## src/ham6pcd_pkg.sv

```systemverilog
// ----------------------------------------------------------------------------
// ham6pcd_pkg
// shared constants and types of the ham6 pixel colour decoder
// ----------------------------------------------------------------------------
package ham6pcd_pkg;

    localparam int PALETTE_DEPTH = 16;
    localparam int PAL_AW        = $clog2(PALETTE_DEPTH);
    localparam int COLOUR_W      = 24;
    localparam int PIXEL_W       = 24;
    localparam int MAP_W         = 9;
    localparam int CFG_DATA_W    = 9;

    // item modes
    localparam logic [1:0] MODE_PIXEL = 2'd0;
    localparam logic [1:0] MODE_WRITE = 2'd1;
    localparam logic [1:0] MODE_START = 2'd2;

    // pixel formats
    localparam logic [1:0] FMT_INDEXED = 2'd0;
    localparam logic [1:0] FMT_HAM     = 2'd1;
    localparam logic [1:0] FMT_DIRECT  = 2'd2;

    // ham control codes
    localparam logic [1:0] HAM_PALETTE = 2'd0;
    localparam logic [1:0] HAM_BLUE    = 2'd1;
    localparam logic [1:0] HAM_RED     = 2'd2;

    // configuration register indexes
    localparam logic REG_PIXEL_FORMAT = 1'b0;
    localparam logic REG_MAP_SIZE     = 1'b1;

    localparam logic [MAP_W-1:0] MAP_LIMIT = 9'd256;

    typedef struct packed {
        logic                 fire;
        logic [1:0]           mode;
        logic [PIXEL_W-1:0]   pixel_value;
    } ham6pcd_stage_t;

    typedef struct packed {
        logic [7:0] red;
        logic [7:0] green;
        logic [7:0] blue;
        logic [7:0] colour_index;
        logic       range_error;
    } ham6pcd_result_t;

endpackage

```

## src/ham6pcd_if.sv

```systemverilog
// ----------------------------------------------------------------------------
// ham6pcd_if
// valid/ready channels for pixel items and colour results
// ----------------------------------------------------------------------------
interface ham6pcd_in_if;
    logic        valid;
    logic        ready;
    logic [1:0]  mode;
    logic [23:0] pixel_value;
    logic [3:0]  entry_index;
    logic [7:0]  entry_red;
    logic [7:0]  entry_green;
    logic [7:0]  entry_blue;

    modport source (output valid, mode, pixel_value, entry_index, entry_red, entry_green,
                    entry_blue, input ready);
    modport sink   (input valid, mode, pixel_value, entry_index, entry_red, entry_green,
                    entry_blue, output ready);
endinterface

interface ham6pcd_out_if;
    logic       valid;
    logic       ready;
    logic [7:0] red;
    logic [7:0] green;
    logic [7:0] blue;
    logic [7:0] colour_index;
    logic       range_error;

    modport source (output valid, red, green, blue, colour_index, range_error, input ready);
    modport sink   (input valid, red, green, blue, colour_index, range_error, output ready);
endinterface

```

## src/ham6pcd_ram.sv

```systemverilog
// ----------------------------------------------------------------------------
// ham6pcd_ram
// generic single write port, single read port ram with registered read
// ----------------------------------------------------------------------------
module ham6pcd_ram #(
    parameter int WIDTH = 8,
    parameter int DEPTH = 16,
    localparam int AW   = $clog2(DEPTH)
) (
    input  logic             clk,
    input  logic             we,
    input  logic [AW-1:0]    waddr,
    input  logic [WIDTH-1:0] wdata,
    input  logic             re,
    input  logic [AW-1:0]    raddr,
    output logic [WIDTH-1:0] rdata
);

    logic [WIDTH-1:0] mem [DEPTH];
    logic [WIDTH-1:0] rdata_reg;

    always_ff @(posedge clk)
    begin
        if (we)
        begin
            mem[waddr] <= wdata;
        end
        if (re)
        begin
            rdata_reg <= mem[raddr];
        end
    end

    assign rdata = rdata_reg;

endmodule

```

## src/ham6pcd_colour.sv

```systemverilog
// ----------------------------------------------------------------------------
// ham6pcd_colour
// held colour registers and colour forming for the second stage
// ----------------------------------------------------------------------------
module ham6pcd_colour
    import ham6pcd_pkg::*;
(
    input  logic                  clk,
    input  logic                  rst_n,
    input  ham6pcd_stage_t        stage,
    input  logic [COLOUR_W-1:0]   entry,
    input  logic [1:0]            pixel_format,
    input  logic [MAP_W-1:0]      map_size,
    output ham6pcd_result_t       result
);

    logic [7:0] held_red_reg,   held_red_next;
    logic [7:0] held_green_reg, held_green_next;
    logic [7:0] held_blue_reg,  held_blue_next;
    logic [7:0] nibble2;
    logic [MAP_W-1:0] limit;
    logic [PIXEL_W-1:0] pv;

    assign pv      = stage.pixel_value;
    assign nibble2 = {pv[3:0], pv[3:0]};
    assign limit   = (map_size > MAP_LIMIT) ? MAP_LIMIT : map_size;

    always_comb
    begin
        held_red_next   = held_red_reg;
        held_green_next = held_green_reg;
        held_blue_next  = held_blue_reg;
        result          = '0;
        case (stage.mode)
            MODE_START:
            begin
                held_red_next   = entry[23:16];
                held_green_next = entry[15:8];
                held_blue_next  = entry[7:0];
            end
            MODE_PIXEL:
            begin
                case (pixel_format)
                    FMT_INDEXED:
                    begin
                        result.colour_index = pv[7:0];
                        result.range_error  = (pv[PIXEL_W-1:MAP_W] != '0) ||
                                              (pv[MAP_W-1:0] >= limit);
                    end
                    FMT_HAM:
                    begin
                        case (pv[5:4])
                            HAM_PALETTE:
                            begin
                                held_red_next   = entry[23:16];
                                held_green_next = entry[15:8];
                                held_blue_next  = entry[7:0];
                            end
                            HAM_BLUE: held_blue_next  = nibble2;
                            HAM_RED:  held_red_next   = nibble2;
                            default:  held_green_next = nibble2;
                        endcase
                        result.red   = held_red_next;
                        result.green = held_green_next;
                        result.blue  = held_blue_next;
                    end
                    FMT_DIRECT:
                    begin
                        result.red   = pv[23:16];
                        result.green = pv[15:8];
                        result.blue  = pv[7:0];
                    end
                    default:
                    begin
                        result = '0;
                    end
                endcase
            end
            default:
            begin
                result = '0;
            end
        endcase
    end

    always_ff @(posedge clk or negedge rst_n)
    begin
        if (!rst_n)
        begin
            held_red_reg   <= '0;
            held_green_reg <= '0;
            held_blue_reg  <= '0;
        end
        else if (stage.fire)
        begin
            held_red_reg   <= held_red_next;
            held_green_reg <= held_green_next;
            held_blue_reg  <= held_blue_next;
        end
    end

endmodule

```

## src/ham6_pixel_colour_decoder_unit.sv

```systemverilog
// ----------------------------------------------------------------------------
// ham6_pixel_colour_decoder_unit
// turns pixel values into indexed, ham6 or direct 24-bit colours
// ----------------------------------------------------------------------------
// The unit takes one item per clock and gives one result per pixel item. In the
// cycle of the transfer a palette write goes into the 16-entry palette ram, and
// any other item issues its palette read (entry 0 for an image start, the low
// nibble of the pixel for a pixel). In the second stage the registered palette
// word and the held colour registers form the colour, the held colour is
// updated, and the result is loaded into the output register. The held colour
// loop closes within that one stage, and a palette write is in the ram before
// the read of the following item, so back-to-back items need no interlock. The
// rate is bounded only by the output side: while the output register is full
// and not taken, a pixel item waits in the second stage and the input stalls
// behind it. Palette writes, image starts and items of mode three give no
// result. Palette entries hold nothing useful until written; there is no
// clearing pass after reset. The user must write configuration (cfg_we,
// cfg_index, cfg_wdata) only while the unit is idle; the unit does not check.
// ----------------------------------------------------------------------------
module ham6_pixel_colour_decoder_unit
    import ham6pcd_pkg::*;
(
    input  logic                  clk,
    input  logic                  rst_n,
    input  logic                  cfg_we,
    input  logic                  cfg_index,
    input  logic [CFG_DATA_W-1:0] cfg_wdata,
    ham6pcd_in_if.sink            pixel_in,
    ham6pcd_out_if.source         colour_out
);

    // configuration registers
    logic [1:0]       pixel_format_reg;
    logic [MAP_W-1:0] map_size_reg;

    // second stage: item waiting on its palette word
    logic               s1_valid_reg;
    logic [1:0]         s1_mode_reg;
    logic [PIXEL_W-1:0] s1_pv_reg;

    // output register
    logic            out_valid_reg;
    ham6pcd_result_t out_reg;

    logic                in_xfer;
    logic                s1_adv;
    logic                s1_pixel;
    logic [PAL_AW-1:0]   rd_addr;
    logic [COLOUR_W-1:0] rd_entry;
    ham6pcd_stage_t      stage;
    ham6pcd_result_t     result;

    always_ff @(posedge clk or negedge rst_n)
    begin
        if (!rst_n)
        begin
            pixel_format_reg <= FMT_INDEXED;
            map_size_reg     <= '0;
        end
        else if (cfg_we)
        begin
            case (cfg_index)
                REG_PIXEL_FORMAT: pixel_format_reg <= cfg_wdata[1:0];
                REG_MAP_SIZE:     map_size_reg     <= cfg_wdata[MAP_W-1:0];
                default:          map_size_reg     <= map_size_reg;
            endcase
        end
    end

    // a pixel item leaves the second stage only when the output register is free
    assign s1_pixel = (s1_mode_reg == MODE_PIXEL);
    assign s1_adv   = s1_valid_reg && (!s1_pixel || !out_valid_reg || colour_out.ready);
    assign pixel_in.ready = !s1_valid_reg || s1_adv;
    assign in_xfer  = pixel_in.valid && pixel_in.ready;

    // image start reads entry 0, a pixel reads its low nibble
    assign rd_addr = (pixel_in.mode == MODE_START) ? '0 : pixel_in.pixel_value[PAL_AW-1:0];

    ham6pcd_ram #(
        .WIDTH (COLOUR_W),
        .DEPTH (PALETTE_DEPTH)
    ) u_palette (
        .clk   (clk),
        .we    (in_xfer && (pixel_in.mode == MODE_WRITE)),
        .waddr (pixel_in.entry_index),
        .wdata ({pixel_in.entry_red, pixel_in.entry_green, pixel_in.entry_blue}),
        .re    (in_xfer),
        .raddr (rd_addr),
        .rdata (rd_entry)
    );

    always_ff @(posedge clk or negedge rst_n)
    begin
        if (!rst_n)
        begin
            s1_valid_reg <= 1'b0;
        end
        else if (in_xfer)
        begin
            s1_valid_reg <= 1'b1;
        end
        else if (s1_adv)
        begin
            s1_valid_reg <= 1'b0;
        end
    end

    // stage payload needs no reset
    always_ff @(posedge clk)
    begin
        if (in_xfer)
        begin
            s1_mode_reg <= pixel_in.mode;
            s1_pv_reg   <= pixel_in.pixel_value;
        end
    end

    assign stage.fire        = s1_adv;
    assign stage.mode        = s1_mode_reg;
    assign stage.pixel_value = s1_pv_reg;

    ham6pcd_colour u_colour (
        .clk          (clk),
        .rst_n        (rst_n),
        .stage        (stage),
        .entry        (rd_entry),
        .pixel_format (pixel_format_reg),
        .map_size     (map_size_reg),
        .result       (result)
    );

    always_ff @(posedge clk or negedge rst_n)
    begin
        if (!rst_n)
        begin
            out_valid_reg <= 1'b0;
        end
        else if (s1_adv && s1_pixel)
        begin
            out_valid_reg <= 1'b1;
        end
        else if (colour_out.ready)
        begin
            out_valid_reg <= 1'b0;
        end
    end

    always_ff @(posedge clk)
    begin
        if (s1_adv && s1_pixel)
        begin
            out_reg <= result;
        end
    end

    assign colour_out.valid        = out_valid_reg;
    assign colour_out.red          = out_reg.red;
    assign colour_out.green        = out_reg.green;
    assign colour_out.blue         = out_reg.blue;
    assign colour_out.colour_index = out_reg.colour_index;
    assign colour_out.range_error  = out_reg.range_error;

    // input only stalls behind an occupied second stage
    a_ready_stall : assert property (@(posedge clk) disable iff (!rst_n)
        !pixel_in.ready |-> s1_valid_reg)
        else $error("input stalled with empty second stage");

    // an item that gives no result never fills an empty output register
    a_no_spurious : assert property (@(posedge clk) disable iff (!rst_n)
        s1_valid_reg && !s1_pixel && !out_valid_reg |=> !out_valid_reg)
        else $error("result produced by a non-pixel item");

    // a pixel item held behind a stalled output stays in the second stage
    a_pixel_hold : assert property (@(posedge clk) disable iff (!rst_n)
        s1_valid_reg && s1_pixel && out_valid_reg && !colour_out.ready |=> s1_valid_reg)
        else $error("pixel item lost while output stalled");

    // indexed results carry no colour
    a_indexed_zero : assert property (@(posedge clk) disable iff (!rst_n)
        out_valid_reg && (out_reg.colour_index != '0 || out_reg.range_error) |->
        (out_reg.red == '0 && out_reg.green == '0 && out_reg.blue == '0))
        else $error("indexed result with non-zero colour");

endmodule

```

## src/flat_wrapper.sv

```systemverilog
// flat-port wrapper written by rule: the top's interface ports become plain ports
module ham6_pixel_colour_decoder_unit_flat import ham6pcd_pkg::*;
  (clk, rst_n, cfg_we, cfg_index, cfg_wdata, pixel_in_valid, pixel_in_mode, pixel_in_pixel_value, pixel_in_entry_index, pixel_in_entry_red, pixel_in_entry_green, pixel_in_entry_blue, pixel_in_ready, colour_out_valid, colour_out_red, colour_out_green, colour_out_blue, colour_out_colour_index, colour_out_range_error, colour_out_ready);
  ham6pcd_in_if pixel_in_i ();
  ham6pcd_out_if colour_out_i ();
  input  logic clk;
  input  logic rst_n;
  input  logic cfg_we;
  input  logic cfg_index;
  input  logic [CFG_DATA_W-1:0] cfg_wdata;
  input wire logic [$bits(pixel_in_i.valid)-1:0] pixel_in_valid;
  input wire logic [$bits(pixel_in_i.mode)-1:0] pixel_in_mode;
  input wire logic [$bits(pixel_in_i.pixel_value)-1:0] pixel_in_pixel_value;
  input wire logic [$bits(pixel_in_i.entry_index)-1:0] pixel_in_entry_index;
  input wire logic [$bits(pixel_in_i.entry_red)-1:0] pixel_in_entry_red;
  input wire logic [$bits(pixel_in_i.entry_green)-1:0] pixel_in_entry_green;
  input wire logic [$bits(pixel_in_i.entry_blue)-1:0] pixel_in_entry_blue;
  output wire logic [$bits(pixel_in_i.ready)-1:0] pixel_in_ready;
  output wire logic [$bits(colour_out_i.valid)-1:0] colour_out_valid;
  output wire logic [$bits(colour_out_i.red)-1:0] colour_out_red;
  output wire logic [$bits(colour_out_i.green)-1:0] colour_out_green;
  output wire logic [$bits(colour_out_i.blue)-1:0] colour_out_blue;
  output wire logic [$bits(colour_out_i.colour_index)-1:0] colour_out_colour_index;
  output wire logic [$bits(colour_out_i.range_error)-1:0] colour_out_range_error;
  input wire logic [$bits(colour_out_i.ready)-1:0] colour_out_ready;
  assign pixel_in_i.valid = pixel_in_valid;
  assign pixel_in_i.mode = pixel_in_mode;
  assign pixel_in_i.pixel_value = pixel_in_pixel_value;
  assign pixel_in_i.entry_index = pixel_in_entry_index;
  assign pixel_in_i.entry_red = pixel_in_entry_red;
  assign pixel_in_i.entry_green = pixel_in_entry_green;
  assign pixel_in_i.entry_blue = pixel_in_entry_blue;
  assign pixel_in_ready = pixel_in_i.ready;
  assign colour_out_valid = colour_out_i.valid;
  assign colour_out_red = colour_out_i.red;
  assign colour_out_green = colour_out_i.green;
  assign colour_out_blue = colour_out_i.blue;
  assign colour_out_colour_index = colour_out_i.colour_index;
  assign colour_out_range_error = colour_out_i.range_error;
  assign colour_out_i.ready = colour_out_ready;
  ham6_pixel_colour_decoder_unit u_core (.clk(clk), .rst_n(rst_n), .cfg_we(cfg_we), .cfg_index(cfg_index), .cfg_wdata(cfg_wdata), .pixel_in(pixel_in_i), .colour_out(colour_out_i));
endmodule
```

## config.mk

```make
export PLATFORM = sky130hd
export DESIGN_NAME = ham6_pixel_colour_decoder_unit_flat
export DESIGN_NICKNAME = d
export VERILOG_FILES = /design/src/ham6pcd_pkg.sv /design/src/ham6pcd_if.sv /design/src/ham6pcd_ram.sv /design/src/ham6pcd_colour.sv /design/src/ham6_pixel_colour_decoder_unit.sv /design/src/flat_wrapper.sv
export SDC_FILE = /design/constraint.sdc
export NUM_CORES = 1
export LEC_CHECK = 0
export BUFFER_PORTS_ARGS = -buffer_cell sky130_fd_sc_hd__buf_2
export CAP_MARGIN = 5
export CORE_MARGIN = 1.5
export CORE_UTILIZATION = 55
export DETAILED_ROUTE_END_ITERATION = 16
export GPL_ROUTABILITY_DRIVEN = 0
export PLACE_DENSITY = 0.87
export SYNTH_ARGS = -nofsm -noshare
export SYNTH_HDL_FRONTEND = slang
export SYNTH_SLANG_ARGS = --single-unit
```

## constraint.sdc

```tcl
create_clock -name clk -period 2.87 [get_ports clk]
set_clock_uncertainty 0.05 [all_clocks]
set_input_delay 0.4305 -clock clk [delete_from_list [all_inputs] [get_ports clk]]
set_output_delay 0.4305 -clock clk [all_outputs]
set_load 0.05 [all_outputs]
```

==> flow_metrics.tcl <==
set metrics [dict create \
    status "completed" \
    vias_per_cell 6.57 \
    cts_setup_buffers 0 \
    peakVddDrop_v 0.000676 \
    ioPinCount 104 \
    startpoint_type "input pin" \
    pre_cts_slack_ns 0.236 \
    clockRootBuffer "clkbuf_16" \
    powerDensity_nw_per_um2 686 \
    die_width_um 197 \
    synthTopCellsByArea "edfxtp_1 (68%), mux2_2 (4.5%), dfrtp_1 (4.5%)" \
    p_leak_uw 0.00852 \
    final_area_um2 23800 \
    fin_crit_sh_pct 94.9 \
    hold_viol_final 0 \
    setup_ws_ns 0.147 \
    worstPathArrival_ns 3.01 \
    fill_cells 2325 \
    grt_pass1_wl_um 76400 \
    initial_core_util_pct 56.1 \
    cts_made_buffers 49 \
    antenna_found_initial 5 \
    grtUsageTotal_pct 26.3 \
    async_flop_share_pct 7.34 \
    timing.fmax_mhz 367 \
    drive_gt1_share_pct 22.9 \
    grt-ovfl-total 0 \
    core-area_um2 36700 \
    clkLatencyLatePin_ns 0.58 \
    dpl_cell_area_um2 21900 \
    die_height_um 197 \
    ys_seq_area_share_pct 72.6 \
    yosysTopAreaCell "edfxtp_1" \
    worst_pin_slew_ns 0.916 \
    avgSynthCellArea_um2 15.8 \
    htree_levels 2 \
    ys_ff_latch 504 \
    portBuffers 103 \
    cts_tree "yes" \
    relSlewSlack_pct 38.9 \
    ant_nets 0 \
    synth_fp_nets 1392 \
    first_pass_iters 7 \
    fin_nets 1542 \
    timing.hold.ws_ns 0.0446 \
    cp_max_fo 24 \
    clk_pin_slew_ns 0.06 \
    die_area_um2 38600 \
    rsz0062_at_grt "no" \
    cts_resized 0 \
    routed_wl_um 50600 \
    tns_ns 0 \
    cts_sinks 504 \
    critPathCaptureType "flop" \
    hpwl_um 29800 \
    ctsHoldBuffers 22 \
    drc 0 \
    post_drt_wl_per_cell_um 25.8 \
    via_count 12911 \
    grt_max_degree 60 \
    syn_to_final_growth_pct 15.4 \
    hold_path_class "in2reg" \
    synth_edf_count 467 \
    synth_area_um2 20600 \
    criticalPathCategory "in2reg" \
    cp.required_ns 3.16 \
    synth_warnings 0 \
    rows 70 \
    synthCells 1307 \
    largest_reg_flops 384 \
    synth_flop_cell "edfxtp_1" \
    cap_viol_max_count 0 \
    drt_iter0_drc 1430 \
    clockBufferDepth 3 \
    finalSetupViolations 0 \
    drv_slew 0 \
    yosysUniqueCellTypes 50 \
    fin_crit_ns 2.72 \
    yosysMostFrequentCell "edfxtp_1" \
    grt_pass1_vias 13103 \
    synth_top_area_share_pct 68.1 \
    synth_top_cells_by_count "edfxtp_1 (467), nand2_1 (112), mux2_2 (83)" \
]
[kinds of logic (layout without fill, tap and decap cells)]
group / count (synthesis) / after routing / share of synthesized area (%)
and+or+nand+nor: 286 / 286 / 6.50
other: 0 / 2 / 0
buffers and inverters: 96 / 285 / 2.40
muxes: 151 / 151 / 7.90
AOI/OAI and AO/OA: 254 / 254 / 9.65
adders and majority gates: 16 / 16 / 0.972
DFF: 504 / 504 / 72.6
[worst max-delay path: stages]
cell and delay [ns]:
dlygate4sd3_1 0.53, buf_2 0.12, nand2b_4 0.25, buf_4 0.32, nor3b_4 0.42, buf_4 0.32, nand2_1 0.09, o2bb2ai_1 0.13
a22oi_1 0.37
[power breakdown]
group / switching (uW) / internal [uW] / leakage [uW]
registers: 157 / 8290 / 0.00467
logic: 864 / 565 / 0.00307
clock network: 2700 / 3730 / 0.000783
[layout make-up]
| type | count | area [um^2] | share of cell area (%) |
|---|---|---|---|
| antenna | 2 | 5.00 | 0.0211 |
| clock inverter | 29 | 319 | 1.34 |
| multi-input combinational | 707 | 5260 | 22.1 |
| sequential | 504 | 15000 | 62.9 |
| clock buffer | 61 | 1280 | 5.39 |
| timing repair buffer | 185 | 1330 | 5.60 |
| inverter | 10 | 37.5 | 0.158 |
| tap | 468 | 586 | 2.46 |
[path summary, 6_finish.rpt]
path	start	to	slack [ns]	cells after the start
max	pixel_in_mode[0]	u_core.u_palette.rdata[22]	0.15	9
min	pixel_in_mode[1]	u_core.s1_mode_reg[1]	0.04	1
max reg2reg	u_core.colour_out.valid	u_core.u_palette.mem[0][16]	0.32	6
min reg2reg	u_core.map_size_reg[5]	u_core.map_size_reg[5]	0.46	1
max in group asynchronous	rst_n	u_core.colour_out.valid	1.63	2
min in group asynchronous	rst_n	u_core.map_size_reg[4]	0.51	2
[routing by layer]
metal,global-route usage (%),wire length (um),vias to the layer above
met5,0,18,-
met4,11.0,1870,4
met3,6.38,5750,135
met2,43.7,24600,950
met1,33.3,18400,6357
li1,-,-,5465
[per-stage QoR]
stage	utilization, %	std cells	total power, uW
finish	64.8	1966	16300
global placement	59.8	1852	9870
CTS	64.7	1964	16300
detailed placement	59.8	1852	9950
global route	64.7	1964	16800
floorplan	-	1307	9450
[placed cells by master, fill, tap and decap left out, types with 14 or more instances in the layout]
master	count
a22oi_1	47
a21oi_1	27
buf_2	102
a32oi_1	22
nand2_1	110
mux2_2	83
clkinv_1	14
dlygate4sd3_1	22
nor2_2	14
buf_4	49
a221oi_1	31
and3_1	51
mux2i_1	67
a221o_1	16
dfrtp_1	36
clkbuf_16	49
ha_1	16
nor2_1	66
edfxtp_1	467
a211o_1	44
o21ai_0	30
a32o_1	22
No activity file was read; power rests on OpenSTA's default activity.
